==> config.mk <==
export PLATFORM = sky130hd
export DESIGN_NAME = char_lcd_nibble_interface
export DESIGN_NICKNAME = d
export VERILOG_FILES = /design/src/lcdn_pkg.sv /design/src/lcdn_front.sv /design/src/lcdn_back.sv /design/src/char_lcd_nibble_interface.sv
export SDC_FILE = /design/constraint.sdc
export NUM_CORES = 1
export LEC_CHECK = 0
export BUFFER_PORTS_ARGS = -buffer_cell sky130_fd_sc_hd__buf_2
export CORE_ASPECT_RATIO = 0.7
export CORE_MARGIN = 2
export CORE_UTILIZATION = 60
export CTS_CLUSTER_SIZE = 14
export DETAILED_ROUTE_END_ITERATION = 12
export PLACE_DENSITY = 0.86
export SYNTH_ARGS = -nofsm -noshare
export SYNTH_HDL_FRONTEND = slang
export SYNTH_SLANG_ARGS = --single-unit
==> constraint.sdc <==
create_clock -name clk -period 6.35 [get_ports clk]
set_input_delay 0.3175 -clock clk [delete_from_list [all_inputs] [get_ports clk]]
set_output_delay 0.3175 -clock clk [all_outputs]
set_load 0.005 [all_outputs]
==> src/lcdn_pkg.sv <==
// shared types, codes and helper functions for the character lcd nibble interface
`default_nettype none
package lcdn_pkg;

  localparam int WAIT_BITS = 20;
  localparam int CFG_BITS  = 20;

  typedef enum logic [2:0] {
    OP_NONE  = 3'd0,
    OP_INIT  = 3'd1,
    OP_INSTR = 3'd2,
    OP_DATA  = 3'd3,
    OP_GOTO  = 3'd4,
    OP_CLEAR = 3'd5,
    OP_HEXU  = 3'd6,
    OP_HEXS  = 3'd7
  } opcode_t;

  typedef enum logic [2:0] {
    REG_ENABLE_PULSE = 3'd0,
    REG_POWER_UP     = 3'd1,
    REG_FIRST_INIT   = 3'd2,
    REG_SHORT_INIT   = 3'd3,
    REG_BYTE_WAIT    = 3'd4,
    REG_CLEAR_WAIT   = 3'd5,
    REG_INIT_END     = 3'd6,
    REG_UNUSED       = 3'd7
  } cfg_reg_t;

  typedef enum logic [2:0] {
    PH_IDLE       = 3'd0,
    PH_PWR_WAIT   = 3'd1,
    PH_INIT_PULSE = 3'd2,
    PH_INIT_WAIT  = 3'd3,
    PH_NIB_PULSE  = 3'd4,
    PH_NIB_GAP    = 3'd5,
    PH_BYTE_WAIT  = 3'd6,
    PH_EXTRA_WAIT = 3'd7
  } phase_t;

  typedef struct packed {
    opcode_t     opcode;
    logic [15:0] operand;
  } item_t;

  typedef struct packed {
    logic       lcd_enable;
    logic       lcd_register_select;
    logic [3:0] lcd_nibble;
    logic       busy_res;
    logic       accepted;
  } result_t;

  localparam logic [7:0] CHAR_MINUS = 8'h2d;
  localparam logic [7:0] CHAR_ZERO  = 8'h30;
  localparam logic [7:0] CHAR_HEX_A = 8'h37;
  localparam logic [7:0] BYTE_CLEAR = 8'h01;
  localparam logic [7:0] GOTO_BIT   = 8'h80;

  function automatic logic [7:0] init_byte(input logic [1:0] idx);
    logic [7:0] b;
    unique case (idx)
      2'd0: b = 8'h28;
      2'd1: b = 8'h06;
      2'd2: b = 8'h0f;
      default: b = 8'h01;
    endcase
    return b;
  endfunction

  function automatic logic [7:0] digit_char(input logic [15:0] v, input logic [1:0] idx);
    logic [3:0] d;
    unique case (idx)
      2'd0: d = v[3:0];
      2'd1: d = v[7:4];
      2'd2: d = v[11:8];
      default: d = v[15:12];
    endcase
    return (d > 4'd9) ? CHAR_HEX_A + {4'd0, d} : CHAR_ZERO + {4'd0, d};
  endfunction

  function automatic logic [WAIT_BITS-1:0] clip_ticks(input logic [CFG_BITS-1:0] v);
    logic [WAIT_BITS-1:0] r;
    if (v == '0) begin
      r = WAIT_BITS'(1);
    end else begin
      r = v;
    end
    return r;
  endfunction

endpackage
`default_nettype wire

==> src/lcdn_front.sv <==
// front end: takes ticks and holds them in a two-entry queue for the sequencer
`default_nettype none
module lcdn_front (
  input  wire logic           clk,
  input  wire logic           rst,
  input  wire logic           in_valid,
  output logic                in_ready,
  input  wire logic [2:0]     opcode,
  input  wire logic [15:0]    operand,
  output logic                q_valid,
  input  wire logic           q_pop,
  output lcdn_pkg::item_t     q_item
);
  import lcdn_pkg::*;

  item_t      mem [2];
  logic       wr_ptr;
  logic       rd_ptr;
  logic [1:0] count;
  logic       push;

  assign in_ready = (count != 2'd2);
  assign push     = in_valid & in_ready;
  assign q_valid  = (count != 2'd0);
  assign q_item   = mem[rd_ptr];

  always_ff @(posedge clk) begin
    if (push) begin
      mem[wr_ptr] <= '{opcode: opcode_t'(opcode), operand: operand};
    end
  end

  always_ff @(posedge clk) begin
    if (rst) begin
      wr_ptr <= 1'b0;
      rd_ptr <= 1'b0;
      count  <= 2'd0;
    end else begin
      if (push) wr_ptr <= ~wr_ptr;
      if (q_pop) rd_ptr <= ~rd_ptr;
      unique case ({push, q_pop})
        2'b10:   count <= count + 2'd1;
        2'b01:   count <= count - 2'd1;
        default: count <= count;
      endcase
    end
  end

endmodule
`default_nettype wire

==> src/lcdn_back.sv <==
// back end: pin sequencer that runs commands tick by tick and registers results
`default_nettype none
module lcdn_back (
  input  wire logic           clk,
  input  wire logic           rst,
  input  wire logic           cfg_write,
  input  wire logic [2:0]     cfg_index,
  input  wire logic [19:0]    cfg_data,
  input  wire logic           q_valid,
  output logic                q_pop,
  input  wire lcdn_pkg::item_t q_item,
  output logic                out_valid,
  input  wire logic           out_ready,
  output lcdn_pkg::result_t   result
);
  import lcdn_pkg::*;

  logic [7:0]          enable_pulse;
  logic [CFG_BITS-1:0] power_up, first_init, short_init, byte_wait, clear_wait, init_end;

  phase_t               phase, phase_next;
  logic [WAIT_BITS-1:0] wait_counter, wait_counter_next;
  logic [7:0]           current_byte, current_byte_next;
  logic                 low_nibble_next, low_nibble_next_next;
  logic [3:0]           init_step, init_step_next;
  logic [15:0]          hex_value, hex_value_next;
  logic [1:0]           digit_index, digit_index_next;
  logic                 minus_pending, minus_pending_next;
  logic                 pin_e, pin_e_next, pin_rs, pin_rs_next;
  logic [3:0]           pin_nib, pin_nib_next;
  opcode_t              job, job_next;
  logic                 acc;

  logic                 sb;
  logic                 sb_digit;
  logic [7:0]           sb_byte;
  logic                 sb_rs;
  logic [7:0]           sb_final;
  logic [WAIT_BITS-1:0] wc_dec;
  logic [3:0]           step_inc;
  logic [15:0]          neg_val;

  assign q_pop = q_valid & (~out_valid | out_ready);

  always_ff @(posedge clk) begin
    if (rst) begin
      enable_pulse <= 8'd1;
      power_up     <= CFG_BITS'(40000);
      first_init   <= CFG_BITS'(4100);
      short_init   <= CFG_BITS'(100);
      byte_wait    <= CFG_BITS'(40);
      clear_wait   <= CFG_BITS'(3000);
      init_end     <= CFG_BITS'(2000);
    end else if (cfg_write) begin
      unique case (cfg_reg_t'(cfg_index))
        REG_ENABLE_PULSE: enable_pulse <= cfg_data[7:0];
        REG_POWER_UP:     power_up     <= cfg_data;
        REG_FIRST_INIT:   first_init   <= cfg_data;
        REG_SHORT_INIT:   short_init   <= cfg_data;
        REG_BYTE_WAIT:    byte_wait    <= cfg_data;
        REG_CLEAR_WAIT:   clear_wait   <= cfg_data;
        REG_INIT_END:     init_end     <= cfg_data;
        default: ;
      endcase
    end
  end

  assign wc_dec   = (wait_counter != '0) ? wait_counter - WAIT_BITS'(1) : '0;
  assign step_inc = init_step + 4'd1;
  assign neg_val  = 16'd0 - q_item.operand;

  always_comb begin
    phase_next           = phase;
    wait_counter_next    = wait_counter;
    current_byte_next    = current_byte;
    low_nibble_next_next = low_nibble_next;
    init_step_next       = init_step;
    hex_value_next       = hex_value;
    digit_index_next     = digit_index;
    minus_pending_next   = minus_pending;
    pin_e_next           = pin_e;
    pin_rs_next          = pin_rs;
    pin_nib_next         = pin_nib;
    job_next             = job;
    acc                  = 1'b0;
    sb                   = 1'b0;
    sb_digit             = 1'b0;
    sb_byte              = 8'd0;
    sb_rs                = 1'b0;
    sb_final             = 8'd0;

    if (phase == PH_IDLE) begin
      if (q_item.opcode != OP_NONE) begin
        acc      = 1'b1;
        job_next = q_item.opcode;
        unique case (q_item.opcode)
          OP_INIT: begin
            pin_e_next        = 1'b0;
            pin_rs_next       = 1'b0;
            phase_next        = PH_PWR_WAIT;
            wait_counter_next = clip_ticks(power_up);
          end
          OP_INSTR: begin
            sb = 1'b1; sb_byte = q_item.operand[7:0];
          end
          OP_DATA: begin
            sb = 1'b1; sb_byte = q_item.operand[7:0]; sb_rs = 1'b1;
          end
          OP_GOTO: begin
            sb = 1'b1; sb_byte = q_item.operand[7:0] | GOTO_BIT;
          end
          OP_CLEAR: begin
            sb = 1'b1; sb_byte = BYTE_CLEAR;
          end
          default: begin
            minus_pending_next = 1'b0;
            hex_value_next     = q_item.operand;
            if (q_item.opcode == OP_HEXS && q_item.operand[15]) begin
              minus_pending_next = 1'b1;
              hex_value_next     = neg_val;
            end
            if (hex_value_next[15:12] != 4'd0) digit_index_next = 2'd3;
            else if (hex_value_next[11:8] != 4'd0) digit_index_next = 2'd2;
            else if (hex_value_next[7:4] != 4'd0) digit_index_next = 2'd1;
            else digit_index_next = 2'd0;
            sb       = 1'b1;
            sb_rs    = 1'b1;
            sb_digit = ~minus_pending_next;
            sb_byte  = CHAR_MINUS;
          end
        endcase
      end
    end else begin
      wait_counter_next = wc_dec;
      if (wc_dec == '0) begin
        unique case (phase)
          PH_PWR_WAIT: begin
            init_step_next    = 4'd0;
            pin_e_next        = 1'b1;
            pin_rs_next       = 1'b0;
            pin_nib_next      = 4'd3;
            phase_next        = PH_INIT_PULSE;
            wait_counter_next = clip_ticks({12'd0, enable_pulse});
          end
          PH_INIT_PULSE: begin
            pin_e_next        = 1'b0;
            pin_rs_next       = 1'b0;
            phase_next        = PH_INIT_WAIT;
            wait_counter_next = clip_ticks((init_step == 4'd0) ? first_init : short_init);
          end
          PH_INIT_WAIT: begin
            init_step_next = step_inc;
            if (step_inc < 4'd4) begin
              pin_e_next        = 1'b1;
              pin_rs_next       = 1'b0;
              pin_nib_next      = (step_inc < 4'd3) ? 4'd3 : 4'd2;
              phase_next        = PH_INIT_PULSE;
              wait_counter_next = clip_ticks({12'd0, enable_pulse});
            end else begin
              sb = 1'b1; sb_byte = init_byte(2'd0);
            end
          end
          PH_NIB_PULSE: begin
            pin_e_next = 1'b0;
            if (!low_nibble_next) begin
              phase_next        = PH_NIB_GAP;
              wait_counter_next = WAIT_BITS'(1);
            end else begin
              phase_next        = PH_BYTE_WAIT;
              wait_counter_next = clip_ticks(byte_wait);
            end
          end
          PH_NIB_GAP: begin
            low_nibble_next_next = 1'b1;
            pin_e_next           = 1'b1;
            pin_nib_next         = current_byte[3:0];
            phase_next           = PH_NIB_PULSE;
            wait_counter_next    = clip_ticks({12'd0, enable_pulse});
          end
          PH_BYTE_WAIT: begin
            priority case (job)
              OP_INIT: begin
                init_step_next = step_inc;
                if (step_inc >= 4'd4 && step_inc < 4'd8) begin
                  sb = 1'b1; sb_byte = init_byte(step_inc[1:0]);
                end else begin
                  phase_next        = PH_EXTRA_WAIT;
                  wait_counter_next = clip_ticks(init_end);
                end
              end
              OP_CLEAR: begin
                phase_next        = PH_EXTRA_WAIT;
                wait_counter_next = clip_ticks(clear_wait);
              end
              OP_HEXU, OP_HEXS: begin
                if (minus_pending) begin
                  minus_pending_next = 1'b0;
                  sb = 1'b1; sb_rs = 1'b1; sb_digit = 1'b1;
                end else if (digit_index == 2'd0) begin
                  pin_e_next        = 1'b0;
                  phase_next        = PH_IDLE;
                  wait_counter_next = '0;
                end else begin
                  digit_index_next = digit_index - 2'd1;
                  sb = 1'b1; sb_rs = 1'b1; sb_digit = 1'b1;
                end
              end
              default: begin
                pin_e_next        = 1'b0;
                phase_next        = PH_IDLE;
                wait_counter_next = '0;
              end
            endcase
          end
          default: begin
            pin_e_next        = 1'b0;
            phase_next        = PH_IDLE;
            wait_counter_next = '0;
          end
        endcase
      end
    end

    sb_final = sb_digit ? digit_char(hex_value_next, digit_index_next) : sb_byte;
    if (sb) begin
      current_byte_next    = sb_final;
      low_nibble_next_next = 1'b0;
      pin_e_next           = 1'b1;
      pin_rs_next          = sb_rs;
      pin_nib_next         = sb_final[7:4];
      phase_next           = PH_NIB_PULSE;
      wait_counter_next    = clip_ticks({12'd0, enable_pulse});
    end
  end

  always_ff @(posedge clk) begin
    if (rst) begin
      phase           <= PH_IDLE;
      wait_counter    <= '0;
      current_byte    <= 8'd0;
      low_nibble_next <= 1'b0;
      init_step       <= 4'd0;
      hex_value       <= 16'd0;
      digit_index     <= 2'd0;
      minus_pending   <= 1'b0;
      pin_e           <= 1'b0;
      pin_rs          <= 1'b0;
      pin_nib         <= 4'd0;
      job             <= OP_NONE;
      out_valid       <= 1'b0;
    end else begin
      if (q_pop) begin
        phase           <= phase_next;
        wait_counter    <= wait_counter_next;
        current_byte    <= current_byte_next;
        low_nibble_next <= low_nibble_next_next;
        init_step       <= init_step_next;
        hex_value       <= hex_value_next;
        digit_index     <= digit_index_next;
        minus_pending   <= minus_pending_next;
        pin_e           <= pin_e_next;
        pin_rs          <= pin_rs_next;
        pin_nib         <= pin_nib_next;
        job             <= job_next;
        out_valid       <= 1'b1;
      end else if (out_ready) begin
        out_valid <= 1'b0;
      end
    end
  end

  always_ff @(posedge clk) begin
    if (q_pop) begin
      result <= '{lcd_enable: pin_e_next, lcd_register_select: pin_rs_next,
                  lcd_nibble: pin_nib_next, busy_res: (phase_next != PH_IDLE),
                  accepted: acc};
    end
  end

endmodule
`default_nettype wire

==> src/char_lcd_nibble_interface.sv <==
// top level of the character lcd nibble interface
// Each input item is one tick of the lcd timing and yields exactly one result item with
// the pin levels, busy and accepted flags. One item per clock is sustained while out_ready
// stays high: a two-entry queue feeds the sequencer, which steps once per item and writes
// a registered result, so each item passes through the queue and then the result register.
`default_nettype none
module char_lcd_nibble_interface (
  input  wire logic        clk,
  input  wire logic        rst,
  input  wire logic        cfg_write,
  input  wire logic [2:0]  cfg_index,
  input  wire logic [19:0] cfg_data,
  input  wire logic        in_valid,
  output logic             in_ready,
  input  wire logic [2:0]  opcode,
  input  wire logic [15:0] operand,
  output logic             out_valid,
  input  wire logic        out_ready,
  output logic             lcd_enable,
  output logic             lcd_register_select,
  output logic [3:0]       lcd_nibble,
  output logic             busy_res,
  output logic             accepted
);
  import lcdn_pkg::*;

  logic    q_valid;
  logic    q_pop;
  item_t   q_item;
  result_t result;

  lcdn_front u_front (
    .clk      (clk),
    .rst      (rst),
    .in_valid (in_valid),
    .in_ready (in_ready),
    .opcode   (opcode),
    .operand  (operand),
    .q_valid  (q_valid),
    .q_pop    (q_pop),
    .q_item   (q_item)
  );

  lcdn_back u_back (
    .clk       (clk),
    .rst       (rst),
    .cfg_write (cfg_write),
    .cfg_index (cfg_index),
    .cfg_data  (cfg_data),
    .q_valid   (q_valid),
    .q_pop     (q_pop),
    .q_item    (q_item),
    .out_valid (out_valid),
    .out_ready (out_ready),
    .result    (result)
  );

  assign lcd_enable          = result.lcd_enable;
  assign lcd_register_select = result.lcd_register_select;
  assign lcd_nibble          = result.lcd_nibble;
  assign busy_res            = result.busy_res;
  assign accepted            = result.accepted;

endmodule
`default_nettype wire
# --- Word level (Yosys, flattened, before mapping) ---
# Memory sizes are Yosys's and may differ from the RTL's. A register that Yosys moved wholly into a read port is not among the register bits.
# Index checks and enable logic that the tools add are counted.
word_totals:
  regBits: 201
  mem_bits_rw: 38
  input_bits: 47
  output_inout_bits: 10
  wordCells: 263
  n_memories: 1
classes:
  addsub: 8
  magnitude_cmp: 5
  n_eq_ne: 35
  mux: 128
  n_bitwise: 8
  n_reduce_logical: 50
mem_list:
  columns: ["memory", "depth", "width", "rd", "rd_ports_with_merged_regs", "wr", "line_no", "text"]
  rows:
  - ["u_front.mem", 2, 19, 1, 1, 1, "lcdn_front.sv:16", "item_t mem [2];"]
op_table:
  columns: ["op", "n"]
  rows:
  - ["two-way mux 20 bit", 17]
  - ["zero test 20 bit", 6]
  - ["two-way mux 16 bit", 7]
  - ["case mux 20 bit (5 select lines)", 1]
  - ["two-way mux 8 bit", 8]
  - ["case mux 20 bit (3 select lines)", 1]
  - ["two-way mux 1 bit", 54]
  - ["equality test 3 bit (second input constant)", 12]
  - ["case mux 4 bit (3 select lines)", 3]
  - ["case mux 8 bit (4 select lines)", 1]
  - ["two-way mux 3 bit", 9]
  - ["two-way mux 2 bit", 11]
  - ["two-way mux 4 bit", 5]
  - ["nonzero test 20 bit", 1]
  - ["subtractor 20 x 1 -> 20 bit (second input constant)", 1]
  - ["equality test 3 x 2 -> 1 bit (second input constant)", 6]
  - ["case mux 3 bit (6 select lines)", 1]
  - ["case mux 6 bit (3 select lines)", 1]
  - ["case mux 8 bit (2 select lines)", 1]
  - ["AND reduction 2 bit", 8]
  - ["nonzero test 2 bit", 8]
  - ["subtractor 1 x 16 -> 16 bit (first input constant)", 1]
  - ["adder 6 x 4 -> 7 bit (first input constant)", 2]
  - ["equality test 3 x 1 -> 1 bit (second input constant)", 4]
  - ["other kinds (35)", 65]

# --- Depth between registers and ports, before layout ---
logic_depth:
  word_depth: 19
  depth_mapped: 25

# --- Hierarchy ---
# A second synthesis with hierarchy kept.
unflattened:
  cells_unflattened: 1607
  area_unflattened_um2: 12584.6
modules_own_cells:
  columns: ["module", "n_inst", "cells_per_inst", "area_per_inst_um2", "seq_area_each_um2"]
  rows:
  - ["lcdn_back", 1, 1525, 11001.8, 4023.9]
  - ["lcdn_front", 1, 82, 1582.8, 1241.2]

# --- Worst setup path after synthesis ---
# No wires, ideal clock.
synth_path:
  path_type: "reg2reg"
  start: "reg with a tool-made name"
  end: "reg u_back.pin_nib[1]"
  setup_ns: 0.088
  t_arrival_ns: 5.053
  slack_ns: 1.209
  path_stages_with_launch: 23
  path_buffers: 5
  period_less_slack_ns: 5.141
  path_cell_list: "dfxtp_1 -> buf_4 -> buf_2 -> buf_2 -> mux2i_1 -> ha_1 -> inv_1 -> a211oi_1 -> a21oi_1 -> nor3_1 -> o21ai_2 -> o21a_1 -> a31o_1 -> buf_4 -> mux2i_1 -> mux2i_1 -> ha_1 -> o21ai_0 -> and4_1 -> or4_1 -> buf_2 -> a32o_1 -> a311oi_2"
synth_rtl:
  columns: ["item", "line_no", "text"]
  rows:
  - ["to (signal assigned)", "lcdn_back.sv:263", "pin_nib <= pin_nib_next;"]
  - ["to (decl)", "lcdn_back.sv:30", "logic [3:0] pin_nib, pin_nib_next;"]

==> flow_summary.toml <==
[outcome]
status = "complete, no violations"

[setup_path]
cpMaxStageDelayCell = "a222oi_1"
worstPathMaxFanout = 33
start_kind = "flip-flop"
max_stage_delay_ns = 0.79
cp.required_ns = 6.72
arrival_ns = 6.30
endpoint_kind = "flip-flop"
worstPathCellList = "buf_12 -> or4b_4 -> a222oi_1 -> a31oi_1 -> xor2_1 -> o311ai_1 -> o21a_1 -> a31o_1 -> mux2i_1 -> mux2i_1 -> ha_1 -> o21ai_0 -> and4_1 -> or4_1 -> xnor2_1 -> a211oi_1 -> a211oi_1"
cp_top_family = "compound AO/OA/AOI/OAI gates"
crit_type = "reg -> reg"
crit_buf_inv = 1

[logic_synthesis]
synth_top_area_frac = 0.312
synthCells = 1549
avgSynthCellArea_sq_um = 8.03
synthDistinctLibCells = 78
synth_most_common_cell = "nand2_1"
synth_nets = 1606
yosys_warnings = 0
yosysSeqAreaShare = 0.423
synth_edf_count = 46
ys_ff_latch = 240
synthTopCellsByArea = "dfxtp_1 (31%), edfxtp_1 (11%), nand2_1 (11%)"
synthArstFlopShare = 0
synth_top_cell_by_area = "dfxtp_1"
netlist_area_sq_um = 12400
synth_flop_cell = "dfxtp_1"
synthTopCellsByCount = "nand2_1 (367), dfxtp_1 (194), a21oi_1 (169)"

[place]
hpwl_um = 28000
dp.cells = 1803
port_buffers = 56
gp_congestion = 1.02

[route]
first_pass_iters = 8
antenna_left = 0
vias = 12405
drtIter0Drc = 1941
via_per_inst = 6.66
drc = 0
wl_um = 39800
wire_per_inst_um = 21.4

[power]
power_density_nw_per_um2 = 491
share_comb_of_total_power = 0.476
finalPower_mw = 6.81
power_frac_clock = 0.221
intPower_mw = 3.80
vdd_drop_max_v = 0.000265
power_leakage_nw = 5.02
switching_share = 0.442
power.switching_mw = 3.02
seq_power_share = 0.302

[floorplanning]
num_rows = 44
pin_count = 57
die_h_um = 124
core_sq_um = 20500
start_util = 0.605
die_w_um = 176
die-area_sq_um = 21900

[timing]
grt_setup_unrepaired = "no"
worstMarginPinSlew_ns = 1.27
min_period_ns = 5.93
tns_ns = 0
fmax_mhz = 169
clock_skew_ns = 0.0219
maxSlewViolCount = 0
hold_viol_final = 0
finalCritPeriodShare = 0.934
slew_headroom = 0.148
setup_viol = 0

[global_route]
grt_pass1_wl_um = 62100
grt_max_degree = 114
grt.total_usage = 0.355
grt-ovfl-total = 0
grt_pass1_vias = 11065
antenna_found_initial = 0

[clocking]
cts_tree = "built"
cts_buffer_depth = 3
clkTransAtPathRegs_ns = 0.06
clock_latency_ns = 0.53
cts_max_level = 1
cts_buffers = 24
cts_root_buf = "clkbuf_16"
numClockSinks = 240
postCtsSetupBuffers = 0

[final_layout]
fin_cells = 1864
diodes = 0
fill_cells = 1644
area_delta_synth_final_pct = 11.6
drive_above_1_share = 0.0882
nets = 1628

[worst_hold_path]
worstHoldPathType = "in -> reg"

[job]
cap_violations = 0
[routing by layer]
metal	part of all wire	wire [um]	vias up	global-route usage
met1	0.43	17200	5782	0.559
li1	-	-	5614	-
met2	0.39	15400	902	0.457
met5	0.0012	48	-	0.0185
met4	0.022	884	2	0.0758
met3	0.16	6300	105	0.122
[what timing repair did]
item | 4_1_cts | 5_1_grt
gates resized for setup | 0 | 1
hold endpoints to repair | 36 | 0
hold buffers | 18 | 0
setup endpoints to repair | 0 | 3
[power by group through the flow]
| stage | combinational (mW) | clock, mW | sequential (mW) |
|---|---|---|---|
| floorplan | 2.27 | 0 | 1.97 |
| global placement | 3.00 | 0 | 2.07 |
| detailed placement | 3.07 | 0 | 2.08 |
| CTS | 3.10 | 1.50 | 2.05 |
| global route | 3.48 | 1.57 | 2.09 |
| finish | 3.25 | 1.51 | 2.06 |
[layout make-up]
cell class,instances,area (sq um),area share
flip-flops and latches,240,5270,0.379
inverters,17,63.8,0.00460
well taps,276,345,0.0249
clock inverters,6,85.1,0.00613
repair buffers,94,626,0.0451
clock buffers,37,752,0.0542
multi-input cells,1194,6740,0.486
[path summary, 6_finish.rpt]
check / start / end / slack (ns) / depth (start not counted)
worst max-delay path: flip-flop / u_back.current_byte[0]$_SDFFE_PP0P_ / 0.42 / 17
worst max register to register: flip-flop / u_back.current_byte[0]$_SDFFE_PP0P_ / 0.42 / 17
worst min register to register: u_back.clear_wait[0]$_SDFFE_PP0P_ / u_back.clear_wait[0]$_SDFFE_PP0P_ / 0.45 / 2
worst min-delay path: operand[0] / u_front.mem[1][0]$_DFFE_PP_ / 0.01 / 1
[cells in the final DEF (no fill, tap or decap), drive strengths merged, types with 20 or more instances in the layout]
cell type and instances:
nor4 40, nand3 36, nand2 367, dfxtp 194, edfxtp 46, o211ai 20
nor2 111, clkbuf 37, a22oi 23, a21oi 169, nor3 37, a211oi 27
o21ai 58, mux2i 53, buf 76
[stage by stage]
| stage | cell area (sq um) | util | hold WS (ns) | setup slack, ns |
|---|---|---|---|---|
| 4_1_cts | 13900 | 0.675 | 0.0000930 | 0.484 |
| 3_3_place_gp | 12900 | 0.626 | 0.440 | 0.752 |
| 6_report | 13900 | 0.676 | 0.0139 | 0.421 |
| 2_1_floorplan | 12400 | - | 0.416 | 1.21 |
| 5_1_grt | 13900 | 0.676 | 0.0116 | 0.0741 |
| 3_5_place_dp | 12900 | 0.626 | 0.448 | 0.518 |
[kinds of logic (layout without fill, tap and decap cells)]
family	Yosys count	after routing	share of synthesized area
compound gates	393	393	0.200
xor+xnor	31	31	0.0218
fa+ha+maj	10	10	0.0101
buf+inv	115	154	0.0362
flops	240	240	0.423
mux	59	59	0.0481
simple gates	701	701	0.261
[registers in the layout, indices dropped and copies added, names as in the netlist, 8 cells and up, named ones only]
| signal | cells |
|---|---|
| u_back.wait_counter | 20 |
| u_back.init_end | 20 |
| u_back.hex_value | 16 |
| u_back.first_init | 20 |
| u_back.byte_wait | 20 |
| u_back.short_init | 20 |
| u_back.clear_wait | 20 |
| u_front.mem | 38 |
| u_back.enable_pulse | 8 |
| u_back.result | 8 |
| u_back.power_up | 20 |
[worst register-to-register path, delay by kind of cell, from the launching register on]
| kind | cells | cell delay [ns] |
|---|---|---|
| AOI/OAI and AO/OA | 8 | 2.17 |
| and+or+nand+nor | 3 | 1.40 |
| DFF | 1 | 0.62 |
| muxes | 2 | 0.60 |
| xor gates and xnor gates | 2 | 0.41 |
| adders and majority gates | 1 | 0.32 |
| buffers and inverters | 1 | 0.26 |
Power figures use the tool's default switching activity.
